File: src/rtl/blle_pkg.sv
// Shared types and constants for the bounded linked list engine.
// Holds request and status codes, the cell command set and the cell control bundle.
// No dependencies.
`default_nettype none

package blle_pkg;

	localparam int DATA_W = 32;
	localparam int OP_W   = 4;
	localparam int ST_W   = 2;
	localparam int LEN_W  = 6;

	typedef logic signed [DATA_W-1:0] data_t;

	// Request codes carried by req_type.
	typedef enum logic [OP_W-1:0] {
		OP_INS_HEAD   = 4'd0,
		OP_INS_TAIL   = 4'd1,
		OP_INS_AFTER  = 4'd2,
		OP_INS_BEFORE = 4'd3,
		OP_DEL_HEAD   = 4'd4,
		OP_DEL_TAIL   = 4'd5,
		OP_DEL_MATCH  = 4'd6,
		OP_EMIT_FWD   = 4'd7,
		OP_EMIT_BACK  = 4'd8,
		OP_REVERSE    = 4'd9
	} op_t;

	// Status codes returned with every result item.
	typedef enum logic [ST_W-1:0] {
		ST_OK       = 2'd0,
		ST_EMPTY    = 2'd1,
		ST_NOTFOUND = 2'd2,
		ST_FULL     = 2'd3
	} status_t;

	// Command broadcast to all cells of the chain in the same cycle.
	typedef enum logic [3:0] {
		CMD_HOLD,
		CMD_PUSH_HEAD,
		CMD_PUSH_TAIL,
		CMD_INS_AFTER,
		CMD_INS_BEFORE,
		CMD_POP_HEAD,
		CMD_POP_TAIL,
		CMD_DEL_MATCH,
		CMD_ROT_LEFT,
		CMD_ROT_RIGHT,
		CMD_REV_STEP
	} cmd_t;

	// Control bundle shared by all cells.
	typedef struct packed {
		cmd_t  cmd;
		data_t din;
		data_t key;
	} cell_ctl_t;

endpackage

`default_nettype wire

File: src/rtl/blle_cell.sv
// One cell of the list chain: holds one element position, ordered from the head.
// Exchanges value and valid with both neighbours and passes the key search flag on.
// Depends on blle_pkg.
`default_nettype none

module blle_cell #(
	parameter int IDX = 0,
	parameter int CW  = 6
) (
	input  wire logic                clk,
	input  wire logic                arst_n,
	input  wire blle_pkg::cell_ctl_t ctl,
	input  wire logic [CW-1:0]       k,
	input  wire logic                left_v,
	input  wire blle_pkg::data_t     left_d,
	input  wire logic                left_hb,
	input  wire logic                left_past,
	input  wire logic                right_v,
	input  wire blle_pkg::data_t     right_d,
	output logic                     v,
	output blle_pkg::data_t          d,
	output logic                     hb,
	output logic                     past,
	output logic                     match,
	output logic                     tail
);
	import blle_pkg::*;

	localparam logic [CW-1:0] MY_IDX = CW'(IDX);

	logic  v_q;
	data_t d_q;
	logic  hb_q;
	logic  v_n;
	data_t d_n;
	logic  first;

	// Local view of the key search and of the tail position.
	assign match = v_q && (d_q == ctl.key);
	assign past  = hb_q || match;
	assign first = match && !hb_q;
	assign tail  = v_q && !right_v;
	assign v     = v_q;
	assign d     = d_q;
	assign hb    = hb_q;

	// Next contents of this position under the broadcast command.
	always_comb begin
		v_n = v_q;
		d_n = d_q;
		case (ctl.cmd)
			CMD_PUSH_HEAD: begin
				v_n = left_v;
				d_n = left_d;
			end
			CMD_PUSH_TAIL: begin
				if (!v_q && left_v) begin
					v_n = 1'b1;
					d_n = ctl.din;
				end
			end
			CMD_INS_AFTER: begin
				if (hb_q && !left_hb) begin
					v_n = 1'b1;
					d_n = ctl.din;
				end else if (left_hb) begin
					v_n = left_v;
					d_n = left_d;
				end
			end
			CMD_INS_BEFORE: begin
				if (first) begin
					d_n = ctl.din;
				end else if (hb_q) begin
					v_n = left_v;
					d_n = left_d;
				end
			end
			CMD_POP_HEAD: begin
				v_n = right_v;
				d_n = right_d;
			end
			CMD_POP_TAIL: begin
				if (tail) begin
					v_n = 1'b0;
				end
			end
			CMD_DEL_MATCH: begin
				if (past) begin
					v_n = right_v;
					d_n = right_d;
				end
			end
			CMD_ROT_LEFT: begin
				if (right_v) begin
					d_n = right_d;
				end else if (v_q) begin
					d_n = ctl.din;
				end
			end
			CMD_ROT_RIGHT: begin
				if (v_q) begin
					d_n = left_d;
				end
			end
			CMD_REV_STEP: begin
				if (k == MY_IDX) begin
					d_n = ctl.din;
				end else if (v_q && (k < MY_IDX)) begin
					d_n = left_d;
				end
			end
			default: begin
				v_n = v_q;
				d_n = d_q;
			end
		endcase
	end

	// Occupancy and search flag are control state; the value needs no reset.
	always_ff @(posedge clk or negedge arst_n) begin
		if (!arst_n) begin
			v_q  <= 1'b0;
			hb_q <= 1'b0;
		end else begin
			v_q  <= v_n;
			hb_q <= left_past;
		end
	end

	always_ff @(posedge clk) begin
		d_q <= d_n;
	end

endmodule

`default_nettype wire

File: config.mk
export PLATFORM = sky130hd
export DESIGN_NAME = blle_cell
export DESIGN_NICKNAME = d
export VERILOG_FILES = /design/src/rtl/blle_pkg.sv /design/src/rtl/blle_cell.sv
export SDC_FILE = /design/constraint.sdc
export NUM_CORES = 1
export LEC_CHECK = 0
export ABC_AREA = 0
export BUFFER_PORTS_ARGS = -buffer_cell sky130_fd_sc_hd__buf_2
export CORE_MARGIN = 5
export CORE_UTILIZATION = 50
export DETAILED_ROUTE_END_ITERATION = 10
export PLACE_DENSITY_LB_ADDON = 0.1
export SLEW_MARGIN = 20
export SYNTH_ARGS = -nofsm -noshare
export SYNTH_HDL_FRONTEND = slang
export SYNTH_SLANG_ARGS = --single-unit
File: constraint.sdc
create_clock -name clk -period 4 [get_ports clk]
set_input_delay 0.8 -clock clk [delete_from_list [all_inputs] [get_ports clk]]
set_output_delay 0.8 -clock clk [all_outputs]
set_load 0.01 [all_outputs]
======== After elaboration in Yosys (flattened, before gate mapping) ========
Index checks and enable logic that the tools add are counted.
Widths: inputs -> output; s select.
operators by class
  order comparisons ....................... 1
  equal/unequal tests ..................... 21
  reduce and logical (&&, ||, !) cells .... 16
  multiplexer cells ....................... 20
operators by type and width
  operator            number
  $mux 32             11
  $pmux 32 s9         1
  $eq 32x32->1        1
  $eq 4x3->1 const B  4
  $eq 4x4->1 const B  3
  $ne 2x2->1 const B  6
  $ne 3x3->1 const B  4
  $reduce_bool 9->1   1
  $eq 4x2->1 const B  2
  $reduce_and 8->1    1
  $mux 1              7
  $pmux 1 s7          1
  $reduce_and 7->1    1
  $reduce_bool 7->1   1
  $logic_and 1x1->1   6
  $logic_not 6->1     1
  $lt 6x1->1 const B  1
  $eq 4x1->1 const B  1
  $logic_not 1->1     4
  $logic_or 1x1->1    1
storage, ports and cells
  word-level logic and storage cells ...... 61
  bits of input ports ..................... 144
  flip-flop bits (word level) ............. 34
  output and inout port bits .............. 37

======== Longest topological paths before layout ========
Gate-level depths: netlist of the first run.
  depth in word-level cells ............... 5
  mapped depth ............................ 8
  gate-level depth less buffers ........... 6

======== Least setup slack after synthesis of the first run ========
OpenSTA, ideal clock, no wires.
  path type ............................... in2reg
  start ................................... input ctl[6] (netlist name)
  end ..................................... register d_q[0] (netlist: d[0]) (enable)
  buffers on the path ..................... 0
  library setup time ...................... 387 ps
  arrival ................................. 2673 ps
  cell stages on the path ................. 6
  path slack .............................. 940 ps
  path through ............................ nor2b_1 a2111o_1 nor4_4 nand4_1 nand2b_1 o211a_1
on the way
  word-level cells in the longest chain between the ends .. 5
  elaborated cells on any way between the ends .. 7
  those cells by class .................... eq/ne: 3; reduce/logical: 4
RTL lines
  element                            RTL line          text
  start, declared                    blle_cell.sv:12   input wire blle_pkg::cell_ctl_t ctl,
  $eq 32x32->1                       blle_cell.sv:39   assign match = v_q && (d_q == ctl.key);
  $logic_and 1x1->1                  blle_cell.sv:39
  $logic_or 1x1->1                   blle_cell.sv:40   assign past = hb_q || match;
  named net past                     blle_cell.sv:23   output logic past,
  $ne 2x2->1 (no source line)        -
  $reduce_and 8->1 (no source line)  -
  end signal, assigned               blle_cell.sv:132  d_q <= d_n;
  end, declared                      blle_cell.sv:32   data_t d_q;
The timed path passes the listed nets, and every way through them passes these cells.
A chain may end at the register's enable or synchronous reset.

======== Worst setup path after layout of the first run ========
  start ................................... input ctl[10] (netlist name)
  end ..................................... output past
on the way
  word-level cells in the longest chain between the ends .. 3
RTL lines
  element            RTL line
  $eq 32x32->1       blle_cell.sv:39
  $logic_and 1x1->1  blle_cell.sv:39
  $logic_or 1x1->1   blle_cell.sv:40
  end, declared      blle_cell.sv:23
Every way passes these cells.

==> metrics.cfg, run 1 <==
[final_layout]
seq_area_sq_um = 1011
area_delta_synth_final_pct = 25.75
nNetsFinal = 776
mostFrequentLayoutCell = buf_2
layout-drive-gt1-share_pct = 42.81
multi_input_area_sq_um = 2741
layout_common_cells = buf_2, o21ai_0, nor3_1, nand2_1
design_area_sq_um = 5035
fillers = 697
fin_cells = 736

[routing]
vias = 4662
drt_pass1_iterations = 5
postRouteAntennaNets = 0
drcViolationCount = 0
drt_iter0_drc = 360
wl_per_cell_um = 20.12
wl_mm = 14.81
vias_per_cell = 6.334

[yosys]
synth_area_sq_um = 4004
yosysSeqAreaShare_pct = 25.25
syn_nets = 619
synth_cells = 475
ys_warn_count = 0
synth-seq-cells = 34
synth.avg_cell_area_sq_um = 8.429
synth_cell_type_count = 46

[clock_tree]
cts_root_buffer = clkbuf_8
cts_buffer_depth = 2
cts.reportedPaths.clkPinSlew_ps = 70
post_cts_resized = 0
cts_tree = built
htree_levels = 2
postCtsSetupBuffers = 0
hold_buffers = 0
clk_latency_ps = 290
cts.sink_count = 34
numCtsBuffers = 5

[die]
die_height_um = 99.49
row_count = 32
dieWidth_um = 99.49
die_area_sq_um = 9897
start_util_pct = 51.55
io_pins = 181
core_area_sq_um = 7767

[timing]
slew_headroom_pct = 42.48
hold_viol = 0
grt_setup_unrepaired = false
worst_pin_slew_ps = 862.8
fin_worst_skew_ps = 4.491
whs_ps = 273.6
post-route-min-period_ps = 3161
finalCritPeriodShare_pct = 79.02
fin_tns_setup_ps = 0
fmax_mhz = 316.4
slew_viol_final = 0
finalSetupViolCount = 0

[global_routing]
grt_pass1_vias = 4471
grt_overflow_total = 0
grt_usage_pct = 28.78
grt_pass1_wl_mm = 22.89
grt_max_degree = 65
antenna_found_initial = 0

[placement]
dp.cells = 727
place_area_sq_um = 4951
dpl.hpwl_mm = 10.41
io_buffers = 180
routabilityCongestion = 0.9653

[flow_run]
drv_cap = 0

[worst_setup_path]
crit_path_start_kind = input port
critPathKind = in -> out
cp-end-kind = output port
cp.arrival_ps = 2360
crit_fanout = 3
required_ps = 3200

[power]
power_density_nw_per_um2 = 253.8
irDropWorstVdd_mv = 0.1460
p_leak_nw = 2.116

[hold_path]
hold_class = in -> async

[outcome]
status = finished, final reports clean

==> stage by stage <==
stage | power [W] | utilization (%) | setup WS [ps]
after floorplan | 0.0008104 | - | 939.9
after global placement | 0.001013 | 63.74 | 775.1
after detailed placement | 0.001024 | 63.74 | 735.0
after CTS | 0.001275 | 64.79 | 820.8
after global routing | 0.001345 | 64.79 | 706.4
final | 0.001278 | 64.82 | 839.3
==> cells by family after synthesis <==
logic type / after synthesis / synth area share [%]
buffers and inverters: 56 / 6.969
XOR/XNOR: 17 / 3.719
AND/OR/NAND/NOR: 118 / 15.75
multiplexers: 33 / 8.281
flip-flops: 34 / 25.25
AO/OA/AOI/OAI: 217 / 40.03
==> area by class of cell <==
class	count	share of cell area [%]
multi-input cells	385	54.45
repair buffers	196	20.53
flip-flops and latches	34	20.08
well taps	102	2.535
clock buffers	6	1.441
inverters	10	0.7455
clock inverters	2	0.1740
diodes	1	0.04970
==> synthesized netlist by cell type, drive strengths merged <==
cell type | instances | area, sq um
buf | 20 | 143.9
or3b | 1 | 11.26
o21ai | 97 | 485.5
or3 | 1 | 6.260
nand2 | 34 | 127.6
a31oi | 1 | 6.260
a2111o | 2 | 22.52
a2bb2oi | 32 | 280.3
a32oi | 1 | 8.760
nor2b | 10 | 62.56
a21o | 1 | 7.510
a221o | 1 | 10.01
nand3 | 4 | 20.02
and2b | 1 | 7.510
o2111ai | 3 | 26.28
nor3 | 37 | 185.2
nand2b | 14 | 87.58
xnor2 | 17 | 148.9
o22ai | 1 | 6.260
nor2 | 6 | 22.52
nor4 | 4 | 46.29
o211a | 1 | 10.01
a221oi | 2 | 17.52
nand4 | 5 | 46.29
o2bb2ai | 1 | 8.760
a21oi | 36 | 285.3
clkbuf | 26 | 97.59
o311ai | 1 | 8.760
nand3b | 1 | 7.510
inv | 10 | 37.54
mux2i | 32 | 320.3
a22o | 1 | 8.760
o21bai | 1 | 7.510
dfrtp | 2 | 50.05
o32ai | 2 | 36.29
o221a | 31 | 349.1
edfxtp | 32 | 960.9
o221ai | 2 | 17.52
mux2 | 1 | 11.26
==> critical path, cell delays in order <==
cell      delay [ps]
buf_2            100
xnor2_1          230
nand3_1          110
nor4_1           590
nand4_1          240
nand2b_1         140
buf_2            150
==> layer usage <==
layer	GRT usage (%)	routed length, um	vias up
met5	0	0	-
met4	9.349	317	0
met3	5.470	1411	30
met2	46.02	6834	289
met1	39.15	6248	2178
li1	-	-	2165
==> power breakdown <==
part,internal [W],switching [W]
Sequential,0.000447,0.0000400
Clock,0.000120,0.000134
Combinational,0.000255,0.000282
Total,0.000822,0.000456
==> path summary, 6_finish.rpt <==
path | slack (ps) | startpoint | cells past startpoint | end
max reg2reg | 1250 | d[27]$_DFFE_PP_ | 7 | d[29]$_DFFE_PP_
min in group clk | 610 | left_past | 1 | hb$_DFF_PN0_
max in group asynchronous | 3630 | arst_n | 1 | v$_DFFE_PN0P_
min | 270 | arst_n | 1 | hb$_DFF_PN0_
min reg2reg | 700 | v$_DFFE_PN0P_ | 1 | v$_DFFE_PN0P_
max | 840 | ctl[10] | 7 | past
==> registers in the layout, summed over array words and instances, names as in the netlist <==
register and flops:
d 32, v 1, hb 1
Note: power is estimated with default switching activity, not from simulation.
==> run 2, diff against run 1 <==
Settings changed: ABC_AREA 0 to 1, CORE_UTILIZATION 50 to 44.
Clock period 4 ns to 2.85 ns, I/O delays scaled along.
==> metrics.cfg, run 2 <==
[timing]
fin_worst_skew_ps = 4.896  ; +0.4044 ps
whs_ps = 52.70  ; -220.9 ps
slew_viol_final = 0  ; unchanged
grt_setup_unrepaired = false
fmax_mhz = 385.2
setup_ws_ps = 253.7  ; -585.6 ps
worst_pin_slew_ps = 525.5  ; -337.3 ps
finalSetupViolCount = 0  ; unchanged
post-route-min-period_ps = 2596
slew_headroom_pct = 64.75  ; +22 points
hold_viol = 0  ; unchanged
finalCritPeriodShare_pct = 91.10
fin_tns_setup_ps = 0  ; unchanged

[die]
core_area_sq_um = 8806  ; +13%
die_area_sq_um = 11090  ; +12%
start_util_pct = 45.40  ; -6.1 points
dieWidth_um = 105.3  ; +5.9%
row_count = 34  ; +6.3%
io_pins = 181  ; unchanged
die_height_um = 105.3  ; +5.9%

[global_routing]
grt_pass1_vias = 4968  ; +11%
grt_max_degree = 65  ; unchanged
antenna_found_initial = 0  ; unchanged
grt_pass1_wl_mm = 25.42  ; +11%
grt_overflow_total = 0  ; unchanged
grt_usage_pct = 28.14  ; -0.64 points

[clock_tree]
cts_tree = built
cts.sink_count = 34  ; unchanged
htree_levels = 2  ; unchanged
postCtsSetupBuffers = 0  ; unchanged
cts_root_buffer = clkbuf_8
numCtsBuffers = 5  ; unchanged
cts.reportedPaths.clkPinSlew_ps = 80  ; about the same
hold_buffers = 0  ; unchanged
post_cts_resized = 0  ; unchanged
cts_buffer_depth = 2  ; unchanged
clk_latency_ps = 290  ; about the same

[yosys]
synth_cell_type_count = 31  ; -33%
ys_warn_count = 0  ; unchanged
syn_nets = 801  ; +29%
synthTopCellsByCount = nand2_1, inv_1, o21ai_0, nor2_1, nand4_1
synth.most_common_cell = nand2_1
synth_area_leaders = edfxtp_1, nand2_1, inv_1
synth_area_sq_um = 3998  ; -0.16%
synth_cells = 657  ; +38%
synth-seq-cells = 34  ; unchanged
yosysSeqAreaShare_pct = 25.29  ; +0.040 points
synth.avg_cell_area_sq_um = 6.085  ; -28%
synth_top_area_share_pct = 24.04  ; +0.038 points
async_flop_share_pct = 5.882  ; unchanged
synth_edf_count = 32  ; unchanged
yosysTopAreaCell = edfxtp_1
synth-main-ff-cell = edfxtp_1

[final_layout]
layout_common_cells = buf_2, nand2_1, inv_1, o21ai_0, nor2_1
fillers = 907  ; +30%
fin_cells = 929  ; +26%
mostFrequentLayoutCell = buf_2
largest_register_ffs = 32  ; unchanged
design_area_sq_um = 5096  ; +1.2%
layout-drive-gt1-share_pct = 26.55  ; -16 points
area_delta_synth_final_pct = 27.48
antenna_cells = 0  ; -1
nNetsFinal = 964  ; +24%

[worst_setup_path]
reg2reg_to = d[15]$_DFFE_PP_
reg2reg_from = d[31]$_DFFE_PP_
slowest_delay_ps = 520  ; -70 ps
critPathKind = reg -> out
cp.arrival_ps = 2030  ; -330 ps
crit_path_start_kind = register
cp_slowest_cell = or4_1
cp-end-kind = output port
crit_path_cell_trace = xnor2_1 > nand3_1 > or4_1 > nor3_1 > buf_2
r2r_slack_ps = 560  ; -690 ps
crit_fanout = 2  ; -1
required_ps = 2280  ; -920 ps
r2r_cells = 11  ; +4

[placement]
io_buffers = 180  ; unchanged
place_ws_ps = 365.5  ; -369.6 ps
dpl.hpwl_mm = 12.51  ; +20%
dp.cells = 921  ; +27%
place_area_sq_um = 5011  ; +1.2%
routabilityCongestion = 0.9416  ; -2.5%

[power]
seqPwrFrac_pct = 39.4  ; +1.3 points
switchingPower_w = 0.0006756  ; +48%
share_comb_of_total_power_pct = 40.1  ; -1.9 points
intPower_w = 0.001073  ; +31%
switching_share_pct = 38.64  ; +3.0 points
irDropWorstVdd_mv = 0.1573  ; +7.7%
clockPowerShare_pct = 20.5  ; +0.6 points
p_leak_nw = 2.683  ; +27%
power_density_nw_per_um2 = 343.1  ; +35%

[hold_path]
hold_class = in -> async

[routing]
wl_per_cell_um = 17.60  ; -13%
drt_pass1_iterations = 6  ; +1
wl_mm = 16.35  ; +10%
drcViolationCount = 0  ; unchanged
vias = 5328  ; +14%
postRouteAntennaNets = 0  ; unchanged
vias_per_cell = 5.735  ; -9.5%
drt_iter0_drc = 449  ; +25%

[outcome]
status = finished, final reports clean

[flow_run]
drv_cap = 0  ; unchanged

-- run 2: cell types whose count changed in the layout (fill, tap and decap cells not counted), moves of 30 or more --
cell,change
nand2_1,+114
nand4_1,+41
nand3_1,+38
a221oi_1,+30
nor3_1,-31
o221a_2,-31
a2bb2oi_1,-32
inv_1,+108
nor2_1,+48
mux2i_1,-32
-- run 2: kinds of logic (layout without fill, tap and decap cells) --
family                    Yosys count  count (layout)  share of synthesized area (%)
buffers and inverters             162             326                          16.40
DFF                                34              34                          25.29
AOI/OAI and AO/OA                 143             143                          21.41
xor gates and xnor gates            6               6                          1.315
and+or+nand+nor                   312             312                          35.59
-- run 2: power groups by stage --
stage / clock network, W / logic [W] / registers, W
after CTS: 0.000365 / 0.000695 / 0.000688
after floorplan: 0 / 0.000362 / 0.000696
after global routing: 0.000384 / 0.000776 / 0.000695
after global placement: 0 / 0.000675 / 0.000699
final: 0.000358 / 0.000702 / 0.000689
after detailed placement: 0 / 0.000691 / 0.000699
-- run 2: layout make-up --
type / instances / area (sq um) / area share (%)
clock buffer: 5 / 68.82 / 1.350
clock inverter: 3 / 16.27 / 0.3192
inverter: 124 / 465.4 / 9.133
multi-input combinational: 461 / 2344 / 45.99
sequential: 34 / 1011 / 19.84
tap: 108 / 135.1 / 2.652
timing repair buffer: 194 / 1056 / 20.72
-- run 2: metal layers --
metal	global-route usage [%]	wire [um]	part of all wire, %	vias up
met5	0	0	0	-
met4	9.560	490	3.0	0
met3	4.156	1559	9.5	39
met2	46.81	7774	48	355
met1	37.36	6525	40	2382
li1	-	-	-	2552
-- run 2: how the worst max path moves through the flow --
stage	slack, ps	startpoint	to
after floorplan	300	ctl[20]	d[0]$_DFFE_PP_
after global placement	370	ctl[12]	match
after detailed placement	370	ctl[31]	d[15]$_DFFE_PP_
after CTS	270	d[12]$_DFFE_PP_	match
after global routing	200	d[12]$_DFFE_PP_	match
final	250	d[12]$_DFFE_PP_	match
-- run 2: stage by stage --
step / util [%] / total power [W]
floorplan: - / 0.001058
global placement: 56.91 / 0.001374
detailed placement: 56.91 / 0.001390
CTS: 57.87 / 0.001747
global route: 57.87 / 0.001855
finish: 57.87 / 0.001749
-- run 2: critical path: cells and delay by family, from the launching register on --
| kind | cells | cell delay [ps] |
|---|---|---|
| AND/OR/NAND/NOR | 3 | 770 |
| flip-flops | 1 | 470 |
| XOR/XNOR | 1 | 340 |
| buffers and inverters | 1 | 160 |
